`config.mk`:
```
export PLATFORM = sky130hd
export DESIGN_NAME = composite_video_sync_generator_flat
export DESIGN_NICKNAME = d
export VERILOG_FILES = /design/src/hw/rtl/cvs_pkg.sv /design/src/hw/rtl/cvs_in_if.sv /design/src/hw/rtl/cvs_out_if.sv /design/src/hw/rtl/cvs_cfg.sv /design/src/hw/rtl/cvs_core.sv /design/src/hw/rtl/composite_video_sync_generator.sv /design/src/flat_wrapper.sv
export SDC_FILE = /design/constraint.sdc
export NUM_CORES = 1
export LEC_CHECK = 0
export ABC_AREA = 1
export BUFFER_PORTS_ARGS = -buffer_cell sky130_fd_sc_hd__buf_4
export CAP_MARGIN = 20
export CORE_UTILIZATION = 30
export DETAILED_ROUTE_END_ITERATION = 12
export PLACE_DENSITY_LB_ADDON = 0.1
export SLEW_MARGIN = 20
export SYNTH_ARGS = -nofsm -noshare
export SYNTH_HDL_FRONTEND = slang
export SYNTH_HIERARCHICAL = 1
export SYNTH_SLANG_ARGS = --single-unit
```
`constraint.sdc`:
```
create_clock -name clk_i -period 5.45 [get_ports clk_i]
set_input_delay 0.545 -clock clk_i [delete_from_list [all_inputs] [get_ports clk_i]]
set_output_delay 0.545 -clock clk_i [all_outputs]
set_load 0.03 [all_outputs]
```
`src/hw/rtl/cvs_pkg.sv`:
```
// ----------------------------------------------------------------------------
// Composite video sync generator package
// Shared constants, types and the vertical segment table.
// ----------------------------------------------------------------------------
`default_nettype none

package cvs_pkg;

  // Widths of the timer, the picture row counter and the line counter.
  localparam int CounterBits   = 8;
  localparam int RowBits       = 8;
  localparam int LineBits      = 10;
  localparam int VsyncSegments = 19;
  localparam int SegBits       = $clog2(VsyncSegments + 1);

  // Configuration port shape.
  localparam int CfgIdxBits  = 2;
  localparam int CfgDataBits = 10;

  // Reset values of the configuration registers.
  localparam logic [CounterBits-1:0] TimerBaseReset  = 8'd96;
  localparam logic [LineBits-1:0]    FrameLinesReset = 10'd625;

  // Offsets from the timer base that bound the horizontal sync pulse.
  localparam logic [CounterBits:0] PreSyncOffset = 9'd3;
  localparam logic [CounterBits:0] SyncEndOffset = 9'd19;

  // Configuration register indexes.
  typedef enum logic [CfgIdxBits-1:0] {
    CFG_VIDEO_ENABLE = 2'd0,
    CFG_TIMER_BASE   = 2'd1,
    CFG_FRAME_LINES  = 2'd2
  } cfg_idx_e;

  // Phase of the current line or segment, one-hot.
  typedef enum logic [2:0] {
    PH_IDLE   = 3'b001,
    PH_FIRST  = 3'b010,
    PH_SECOND = 3'b100
  } phase_e;

  typedef struct packed {
    logic                   video_enable;
    logic [CounterBits-1:0] timer_base;
    logic [LineBits-1:0]    frame_lines;
  } cfg_t;

  typedef struct packed {
    logic                   sync_level;
    logic                   luma_blank;
    logic [7:0]             picture_row;
    logic                   in_vertical;
    logic                   frame_done;
  } res_t;

  // One segment of the vertical interval.
  typedef struct packed {
    logic                   keep_timer;
    logic                   has_low;
    logic [CounterBits-1:0] reload;
    logic [CounterBits-1:0] low_until;
    logic [CounterBits-1:0] high_until;
  } seg_row_t;

  // Vertical segment table, indexed from one.
  function automatic seg_row_t seg_rom(input logic [SegBits-1:0] n);
    seg_row_t r;
    case (n)
      5'd1, 5'd13:                     r = '{1'b0, 1'b1, 8'd65, 8'd72, 8'd145};
      5'd2, 5'd3, 5'd4, 5'd5, 5'd6,
      5'd14, 5'd15, 5'd16:             r = '{1'b0, 1'b1, 8'd0, 8'd5, 8'd79};
      5'd7, 5'd8, 5'd9, 5'd10, 5'd11,
      5'd12:                           r = '{1'b0, 1'b1, 8'd0, 8'd72, 8'd83};
      5'd17:                           r = '{1'b0, 1'b1, 8'd0, 8'd5, 8'd89};
      5'd18:                           r = '{1'b0, 1'b1, 8'd150, 8'd165, 8'd165};
      5'd19:                           r = '{1'b1, 1'b0, 8'd0, 8'd0, 8'd236};
      default:                         r = '{1'b1, 1'b0, 8'd0, 8'd0, 8'd255};
    endcase
    return r;
  endfunction

endpackage

`default_nettype wire

```
`src/hw/rtl/cvs_in_if.sv`:
```
// ----------------------------------------------------------------------------
// Tick input channel
// Valid/ready channel that carries one timer tick per transfer.
// ----------------------------------------------------------------------------
`default_nettype none

interface cvs_in_if;
  logic valid;
  logic ready;
  logic tick;

  modport source (output valid, output tick, input ready);
  modport sink   (input valid, input tick, output ready);
endinterface

`default_nettype wire

```
`src/hw/rtl/cvs_out_if.sv`:
```
// ----------------------------------------------------------------------------
// Sync result channel
// Valid/ready channel that carries the sync outputs of one tick per transfer.
// ----------------------------------------------------------------------------
`default_nettype none

interface cvs_out_if;
  logic       valid;
  logic       ready;
  logic       sync_level;
  logic       luma_blank;
  logic [7:0] picture_row;
  logic       in_vertical;
  logic       frame_done;

  modport source (output valid, output sync_level, output luma_blank,
                  output picture_row, output in_vertical, output frame_done,
                  input ready);
  modport sink   (input valid, input sync_level, input luma_blank,
                  input picture_row, input in_vertical, input frame_done,
                  output ready);
endinterface

`default_nettype wire

```
`src/hw/rtl/cvs_cfg.sv`:
```
// ----------------------------------------------------------------------------
// Configuration registers
// Holds video enable, timer base and frame line count.
// ----------------------------------------------------------------------------
`default_nettype none

module cvs_cfg
  import cvs_pkg::*;
(
  input  wire logic                   clk_i,
  input  wire logic                   rst_ni,
  input  wire logic                   cfg_we_i,
  input  wire logic [CfgIdxBits-1:0]  cfg_idx_i,
  input  wire logic [CfgDataBits-1:0] cfg_wdata_i,
  output cfg_t                        cfg_o
);

  cfg_t cfg_q, cfg_d;

  // Decode the register index; unused indexes are ignored.
  always_comb begin
    cfg_d = cfg_q;
    if (cfg_we_i) begin
      case (cfg_idx_e'(cfg_idx_i))
        CFG_VIDEO_ENABLE: cfg_d.video_enable = cfg_wdata_i[0];
        CFG_TIMER_BASE:   cfg_d.timer_base   = cfg_wdata_i[CounterBits-1:0];
        CFG_FRAME_LINES:  cfg_d.frame_lines  = cfg_wdata_i[LineBits-1:0];
        default:          cfg_d = cfg_q;
      endcase
    end
  end

  always_ff @(posedge clk_i or negedge rst_ni) begin
    if (!rst_ni) begin
      cfg_q <= '{1'b0, TimerBaseReset, FrameLinesReset};
    end else begin
      cfg_q <= cfg_d;
    end
  end

  assign cfg_o = cfg_q;

endmodule

`default_nettype wire

```
`src/hw/rtl/cvs_core.sv`:
```
// ----------------------------------------------------------------------------
// Sync sequencer core
// Timer, line and row counters and the vertical segment player, advanced
// by one tick per step.
// ----------------------------------------------------------------------------
`default_nettype none

module cvs_core
  import cvs_pkg::*;
(
  input  wire logic clk_i,
  input  wire logic rst_ni,
  input  wire logic step_i,
  input  wire logic tick_i,
  input  cfg_t      cfg_i,
  output res_t      res_o
);

  logic [CounterBits-1:0] timer_q, timer_d, timer_inc;
  logic [LineBits-1:0]    line_q, line_d, line_inc;
  logic [RowBits-1:0]     row_q, row_d;
  logic                   toggle_q, toggle_d;
  logic [SegBits-1:0]     seg_q, seg_d, enter_n;
  phase_e                 phase_q, phase_d, phase_mid;
  logic                   sync_q, sync_d;
  logic                   luma, done, enter;
  seg_row_t               cur_row, new_row;
  logic [CounterBits:0]   base_ext;

  assign timer_inc = timer_q + 1'b1;
  assign line_inc  = line_q + 1'b1;
  assign base_ext  = {1'b0, cfg_i.timer_base};
  assign cur_row   = seg_rom(seg_q);
  assign new_row   = seg_rom(enter_n);

  // Next state for one tick.
  always_comb begin
    timer_d   = timer_q;
    line_d    = line_q;
    row_d     = row_q;
    toggle_d  = toggle_q;
    seg_d     = seg_q;
    phase_d   = phase_q;
    phase_mid = phase_q;
    sync_d    = sync_q;
    luma      = 1'b0;
    done      = 1'b0;
    enter     = 1'b0;
    enter_n   = '0;
    if (tick_i) begin
      timer_d = timer_inc;
      if (seg_q != '0) begin
        // Vertical interval: low part, then high part, then next segment.
        if (seg_q > SegBits'(VsyncSegments)) begin
          seg_d   = '0;
          phase_d = PH_IDLE;
        end else begin
          if (phase_q == PH_FIRST && timer_inc > cur_row.low_until) begin
            sync_d    = 1'b1;
            phase_mid = PH_SECOND;
            phase_d   = PH_SECOND;
          end
          if (phase_mid == PH_SECOND && timer_inc > cur_row.high_until) begin
            if (seg_q >= SegBits'(VsyncSegments)) begin
              seg_d   = '0;
              phase_d = PH_IDLE;
            end else begin
              enter   = 1'b1;
              enter_n = seg_q + 1'b1;
            end
          end
        end
      end else if ((&timer_q) && cfg_i.video_enable) begin
        // Line event on timer overflow.
        timer_d = cfg_i.timer_base;
        luma    = 1'b1;
        phase_d = PH_FIRST;
      end else if (phase_q == PH_FIRST && {1'b0, timer_inc} > base_ext + PreSyncOffset) begin
        // Count the line and decide between a sync pulse and the vertical interval.
        line_d = line_inc;
        if (line_q != cfg_i.frame_lines && line_inc != (cfg_i.frame_lines >> 1)) begin
          sync_d  = 1'b0;
          phase_d = PH_SECOND;
        end else begin
          enter   = 1'b1;
          enter_n = SegBits'(1);
        end
      end else if (phase_q == PH_SECOND && {1'b0, timer_inc} > base_ext + SyncEndOffset) begin
        // End of the horizontal pulse; the row advances every second line.
        sync_d   = 1'b1;
        phase_d  = PH_IDLE;
        toggle_d = ~toggle_q;
        if (toggle_q) begin
          row_d = row_q + 1'b1;
        end
      end

      // Start a vertical segment.
      if (enter) begin
        seg_d = enter_n;
        if (!new_row.keep_timer) begin
          timer_d = new_row.reload;
        end
        phase_d = new_row.has_low ? PH_FIRST : PH_SECOND;
        sync_d  = ~new_row.has_low;
        if (enter_n == SegBits'(VsyncSegments)) begin
          line_d = '0;
          row_d  = '0;
          done   = 1'b1;
        end
      end
    end
  end

  always_ff @(posedge clk_i or negedge rst_ni) begin
    if (!rst_ni) begin
      timer_q  <= '0;
      line_q   <= '0;
      row_q    <= '0;
      toggle_q <= 1'b0;
      seg_q    <= '0;
      phase_q  <= PH_IDLE;
      sync_q   <= 1'b1;
    end else if (step_i) begin
      timer_q  <= timer_d;
      line_q   <= line_d;
      row_q    <= row_d;
      toggle_q <= toggle_d;
      seg_q    <= seg_d;
      phase_q  <= phase_d;
      sync_q   <= sync_d;
    end
  end

  // Result of this step, taken from the updated state.
  assign res_o.sync_level  = sync_d;
  assign res_o.luma_blank  = luma;
  assign res_o.picture_row = 8'(row_d);
  assign res_o.in_vertical = (seg_d != '0);
  assign res_o.frame_done  = done;

endmodule

`default_nettype wire

```
`src/hw/rtl/composite_video_sync_generator.sv`:
```
// ----------------------------------------------------------------------------
// Composite video sync generator
// Each transfer on in_i carries one tick of the pixel timebase; each tick
// gives one transfer on out_o with the sync level, the luminance blank
// strobe, the picture row, the vertical interval flag and the frame end
// strobe. A tick of zero leaves all state as it is and reports it again.
// The registers (video enable, timer base, frame lines) are written through
// cfg_we_i, cfg_idx_i and cfg_wdata_i; the user must write them only while no
// transfer is outstanding, as the block itself does not enforce it.
// A tick passes through the input register, then through the sequencer into
// the result register. Throughput is one tick per cycle while the receiver
// does not stall; the timer, counters and segment state update per tick.
// When the receiver stalls, the result register holds its item and the
// input register takes one more tick; after that in_i.ready falls.
// Reset clears the counters, sets sync high, idles the vertical player and
// loads the register reset values; no transfers are pending after reset.
// ----------------------------------------------------------------------------
`default_nettype none

module composite_video_sync_generator
  import cvs_pkg::*;
(
  input  wire logic                   clk_i,
  input  wire logic                   rst_ni,
  cvs_in_if.sink                      in_i,
  cvs_out_if.source                   out_o,
  input  wire logic                   cfg_we_i,
  input  wire logic [CfgIdxBits-1:0]  cfg_idx_i,
  input  wire logic [CfgDataBits-1:0] cfg_wdata_i
);

  cfg_t cfg;
  res_t res, res_q;
  logic in_valid_q, in_tick_q, out_valid_q, advance;

  cvs_cfg u_cfg (
    .clk_i       (clk_i),
    .rst_ni      (rst_ni),
    .cfg_we_i    (cfg_we_i),
    .cfg_idx_i   (cfg_idx_i),
    .cfg_wdata_i (cfg_wdata_i),
    .cfg_o       (cfg)
  );

  // The held tick moves into the result register when that register is free.
  assign advance    = in_valid_q && (!out_valid_q || out_o.ready);
  assign in_i.ready = !in_valid_q || advance;

  cvs_core u_core (
    .clk_i  (clk_i),
    .rst_ni (rst_ni),
    .step_i (advance),
    .tick_i (in_tick_q),
    .cfg_i  (cfg),
    .res_o  (res)
  );

  // Input register.
  always_ff @(posedge clk_i or negedge rst_ni) begin
    if (!rst_ni) begin
      in_valid_q <= 1'b0;
    end else if (in_i.ready) begin
      in_valid_q <= in_i.valid;
    end
  end

  always_ff @(posedge clk_i) begin
    if (in_i.ready && in_i.valid) begin
      in_tick_q <= in_i.tick;
    end
  end

  // Result register.
  always_ff @(posedge clk_i or negedge rst_ni) begin
    if (!rst_ni) begin
      out_valid_q <= 1'b0;
    end else if (advance) begin
      out_valid_q <= 1'b1;
    end else if (out_o.ready) begin
      out_valid_q <= 1'b0;
    end
  end

  always_ff @(posedge clk_i) begin
    if (advance) begin
      res_q <= res;
    end
  end

  assign out_o.valid       = out_valid_q;
  assign out_o.sync_level  = res_q.sync_level;
  assign out_o.luma_blank  = res_q.luma_blank;
  assign out_o.picture_row = res_q.picture_row;
  assign out_o.in_vertical = res_q.in_vertical;
  assign out_o.frame_done  = res_q.frame_done;

endmodule

`default_nettype wire

```
`src/flat_wrapper.sv`:
```
// flat-port wrapper written by rule: the top's interface ports become plain ports
module composite_video_sync_generator_flat import cvs_pkg::*;
  (clk_i, rst_ni, cfg_we_i, cfg_idx_i, cfg_wdata_i, in_i_valid, in_i_tick, in_i_ready, out_o_valid, out_o_sync_level, out_o_luma_blank, out_o_picture_row, out_o_in_vertical, out_o_frame_done, out_o_ready);
  cvs_in_if in_i_i ();
  cvs_out_if out_o_i ();
  input  wire logic clk_i;
  input  wire logic rst_ni;
  input  wire logic cfg_we_i;
  input  wire logic [CfgIdxBits-1:0] cfg_idx_i;
  input  wire logic [CfgDataBits-1:0] cfg_wdata_i;
  input wire logic [$bits(in_i_i.valid)-1:0] in_i_valid;
  input wire logic [$bits(in_i_i.tick)-1:0] in_i_tick;
  output wire logic [$bits(in_i_i.ready)-1:0] in_i_ready;
  output wire logic [$bits(out_o_i.valid)-1:0] out_o_valid;
  output wire logic [$bits(out_o_i.sync_level)-1:0] out_o_sync_level;
  output wire logic [$bits(out_o_i.luma_blank)-1:0] out_o_luma_blank;
  output wire logic [$bits(out_o_i.picture_row)-1:0] out_o_picture_row;
  output wire logic [$bits(out_o_i.in_vertical)-1:0] out_o_in_vertical;
  output wire logic [$bits(out_o_i.frame_done)-1:0] out_o_frame_done;
  input wire logic [$bits(out_o_i.ready)-1:0] out_o_ready;
  assign in_i_i.valid = in_i_valid;
  assign in_i_i.tick = in_i_tick;
  assign in_i_ready = in_i_i.ready;
  assign out_o_valid = out_o_i.valid;
  assign out_o_sync_level = out_o_i.sync_level;
  assign out_o_luma_blank = out_o_i.luma_blank;
  assign out_o_picture_row = out_o_i.picture_row;
  assign out_o_in_vertical = out_o_i.in_vertical;
  assign out_o_frame_done = out_o_i.frame_done;
  assign out_o_i.ready = out_o_ready;
  composite_video_sync_generator u_core (.clk_i(clk_i), .rst_ni(rst_ni), .in_i(in_i_i), .out_o(out_o_i), .cfg_we_i(cfg_we_i), .cfg_idx_i(cfg_idx_i), .cfg_wdata_i(cfg_wdata_i));
endmodule
```
==> implementation parameters <==
Parameter                              Value

Power
  Power density over the cells ... 439.2 nW/um2
  Leakage power of the design ... 3.239 nW
  Net switching power figure ... 1.270 mW
  Combinational share of power ... 48.6%
  Sequential share of power ... 30.0%
  Power, Total ... 2.813 mW
  Switching portion of total power ... 45.15%
  Clock group share of total power ... 21.4%
  Maximum ir drop on the vdd rail ... 0.0001628 V
  Internal power ... 1.543 mW

Timing
  Max Slew Vio Count ... 0
  Max Freq ... 268.7 MHz
  Setup total negative slack ... 0 ps
  RSZ-0062 raised after global routing ... no
  Max Clock Skew ... 7.628 ps
  Number of hold violations in the final report ... 0
  Final critical-path share of the clock period ... 68.28%
  Final setup violation count ... 0
  Slew @ Worst Pin ... 1018 ps
  Clock period minus final worst setup slack ... 3721 ps
  Relative max-transition margin ... 32.04%

Die
  X dimension of the die ... 139.8 um
  Floorplan core area ... 18640 um2
  Placement row count ... 50
  Ports ... 32
  Die Span Y ... 139.8 um
  Die footprint ... 19540 um2
  Initial Utilization ... 30.55%

Place
  Placed wire-length estimate after detailed placement ... 11.57 mm
  GP Congestion ... 0.9063
  Placed Instances ... 1054
  Standard cell area after detailed placement ... 6105 um2
  Number of buffers added on ports ... 31

Yosys
  Number of distinct library cells after synthesis ... 48
  Basic-gate share of the synthesized area counting and, or, nand and nor cells ... 36.91%
  Share of the synthesized area in the top cell type ... 21.09%
  Combinational family with the most area after synthesis ... simple AND/OR/NAND/NOR gates
  Post-Syn Area ... 5695 um2
  Post-synthesis adder-cell area fraction ... 7.689%
  Number of warnings reported in the yosys synthesis log ... 6
  Synth Area per Inst ... 7.014 um2
  Top cells by area in the synthesized netlist ... dfrtp_1 21%, nand2_1 15%, ha_1 7.7%
  Largest area contributor in the netlist ... dfrtp_1
  Post-synthesis net count ... 865
  Count of mapped cells out of synthesis ... 812
  Register bit count reported by yosys ... 70
  Sequential-to-total area share from yosys stat ... 32.10%
  Complex-gate fraction of the synthesized area ... 9.754%
  Post-Synth XOR/XNOR Area ... 3.844%
  Multiplexer fraction of the synthesized cell area ... 0%

Drt
  DRC violations left ... 0
  Number of routed nets with antenna violations ... 0
  Pre-antenna DRT Iters ... 5
  Total Wirelength ... 15.35 mm
  Average routed wire per standard cell ... 14.34 um
  Routed vias/inst ... 4.984
  DRC violation total after the first TritonRoute iteration ... 408
  Via count of the routed design ... 5333

CTS
  Maximum root-to-sink buffer count ... 2
  Clock edge transition at the registers on the reported setup and hold paths ... 60 ps
  Number of CTS-inserted buffers ... 9
  Clock tree sinks ... 70
  Clock tree from TritonCTS ... built
  Number of hold-repair buffers added at the cts stage ... 0
  CTS Root Buffer Type ... clkbuf_16
  Clock Latency Late Sink ... 340 ps
  CTS H-Tree Depth ... 3
  Setup bufs post-CTS ... 0
  Post-CTS sizing ... 0

Worst setup path
  Worst setup SP type ... flip-flop
  Startpoint of the most critical register-to-register path ... u_core/u_core/seg_q[1]
  RR Endpoint ... u_core/out_o.picture_row[2]
  Critical path's slowest cell ... dfrtp_1
  Worst path required time ... 5550 ps
  Arrival time of the worst setup path ... 3820 ps
  Max incr delay on CP ... 500 ps
  Cell Chain, Critical Path ... ha_1, or2_2, nand3b_1, a21oi_1, a21oi_1, nand2_1, ha_1, nand2_1, inv_1, nand2_1, nand2_1, nand4_1, nand3_2, nand2_2, o21ai_4, nand4_1, nand2_2, inv_1, nand4_2, inv_2, nand2_2, and3_1
  Worst Path Max Fanout ... 9
  Setup slack, reg-to-reg ... 1730 ps
  Worst Setup End Kind ... flip-flop
  Worst reg2reg path depth ... 22
  Classification of the worst setup path ... reg2reg
  Most prevalent standard cell on the critical path ... nand2_1

Global routing
  Number of antenna violations at the first check in global routing ... 0
  Wire length of the first global-routing pass ... 25.68 mm
  Global routing usage summed across all routing layers ... 16.47%
  Global route overflow ... 0
  Vias in the first global route ... 5066
  Largest net degree at the start of global routing ... 58

Layout
  Diode insertion count for antenna repair ... 0
  Post-route design area ... 6405 um2
  Synth-to-layout area growth ... 12.46%
  Highest-count cells in the layout ignoring fill and taps ... 230 x nand2_1, 102 x inv_1, 69 x nor2_1, 67 x nand3_1, 48 x dfrtp_1
  Final net count ... 884
  Non-filler cells, final ... 1070
  Most frequent standard cell in the layout excluding fill and tap cells ... nand2_1
  Final core occ ... 34.36%
  Fraction of final layout cells sized beyond drive strength 1 ... 12.44%

Worst hold path
  Hold WC Path Type ... in2async

Outcome
  Status ... finished clean

Job
  Max-Cap Viols ... 0
-- cell families after synthesis --
group | Yosys count
AOI/OAI and AO/OA | 94
xor gates and xnor gates | 25
adders and majority gates | 35
buffers and inverters | 135
DFF | 70
and+or+nand+nor | 453
-- power groups by stage --
| stage | Sequential [mW] | Combinational (mW) | Clock [mW] |
|---|---|---|---|
| after detailed placement | 0.852 | 1.36 | 0 |
| after global placement | 0.850 | 1.36 | 0 |
| after CTS | 0.845 | 1.37 | 0.625 |
| after global routing | 0.866 | 1.59 | 0.646 |
| final | 0.845 | 1.37 | 0.602 |
| after floorplan | 0.796 | 1.08 | 0 |
-- worst max-delay path by stage --
stage | startpoint | end | slack, ps | depth (start not counted)
finish | u_core/u_core/seg_q[1] | u_core/out_o.picture_row[2] | 1730 | 22
global route | u_core/u_core/seg_q[2] | u_core/out_o.picture_row[2] | 1370 | 18
global placement | u_core/u_core/seg_q[2] | u_core/out_o.picture_row[2] | 1740 | 18
CTS | u_core/u_core/seg_q[1] | u_core/out_o.picture_row[2] | 1740 | 22
detailed placement | u_core/u_core/seg_q[1] | u_core/out_o.picture_row[2] | 1740 | 22
floorplan | u_core/u_core/seg_q[1] | u_core/out_o.sync_level | 2300 | 23
-- through the flow --
stage / setup slack, ps / hold slack (ps)
floorplan: 2300 / 249.4
global placement: 1739 / 464.4
detailed placement: 1742 / 463.4
CTS: 1739 / 304.2
global route: 1369 / 331.8
finish: 1729 / 257.7
-- state kept, by name (all words and copies together), names as in the netlist --
name and count:
u_core/u_core/sync_q 1, u_core/out_o.in_vertical 1, u_core/out_o.luma_blank 1, u_core/out_o.picture_row 8, u_core/u_core/seg_q 5, u_core/out_o.sync_level 1, u_core/u_cfg/cfg_o 19, u_core/u_core/row_q 8
u_core/out_o.valid 1, u_core/u_core/toggle_q 1, u_core/u_core/timer_q 8, u_core/u_core/line_q 10, u_core/u_core/phase_q 3, u_core/out_o.frame_done 1, u_core/in_tick_q 1, u_core/in_valid_q 1
-- final cells by class --
type / instances / area [um2]
Fill cell: 2017 / 12240
Multi-Input combinational cell: 607 / 3318
Sequential cell: 70 / 1828
Inverter: 109 / 410.4
Tap cell: 234 / 292.8
Timing Repair Buffer: 34 / 255.2
Clock buffer: 10 / 239.0
Clock inverter: 6 / 61.31
-- cell usage after synthesis (all sizes together) --
cell type / instances
nand2: 242
inv: 108
nand3: 74
nor2: 74
dfrtp: 48
nand4: 44
o21ai: 37
ha: 35
a21oi: 30
xor2: 20
buf: 17
edfxtp: 13
o22ai: 10
clkbuf: 9
dfstp: 9
nor3: 7
nand3b: 5
xnor2: 5
a21o: 4
o211ai: 4
a31oi: 3
nor4: 3
a21boi: 2
a22oi: 2
and3: 2
a211oi: 1
clkinv: 1
nor3b: 1
o2111ai: 1
or2: 1
-- worst max-delay path, delay by kind of cell, from the launching register on --
| family | cells | cell delay (ps) |
|---|---|---|
| compound gates | 3 | 280 |
| fa+ha+maj | 2 | 570 |
| buf+inv | 3 | 380 |
| flops | 1 | 500 |
| simple gates | 14 | 1740 |
-- routing by layer --
layer | wire length [um] | global-route usage, % | vias to the layer above | part of all wire [%]
li1 | - | - | 2719 | -
met5 | 0 | 0 | - | 0
met4 | 169 | 4.164 | 0 | 1.1
met2 | 6962 | 26.42 | 116 | 45
met1 | 7617 | 22.66 | 2487 | 50
met3 | 598 | 3.063 | 11 | 3.9
No activity file was read; power rests on OpenSTA's default activity.
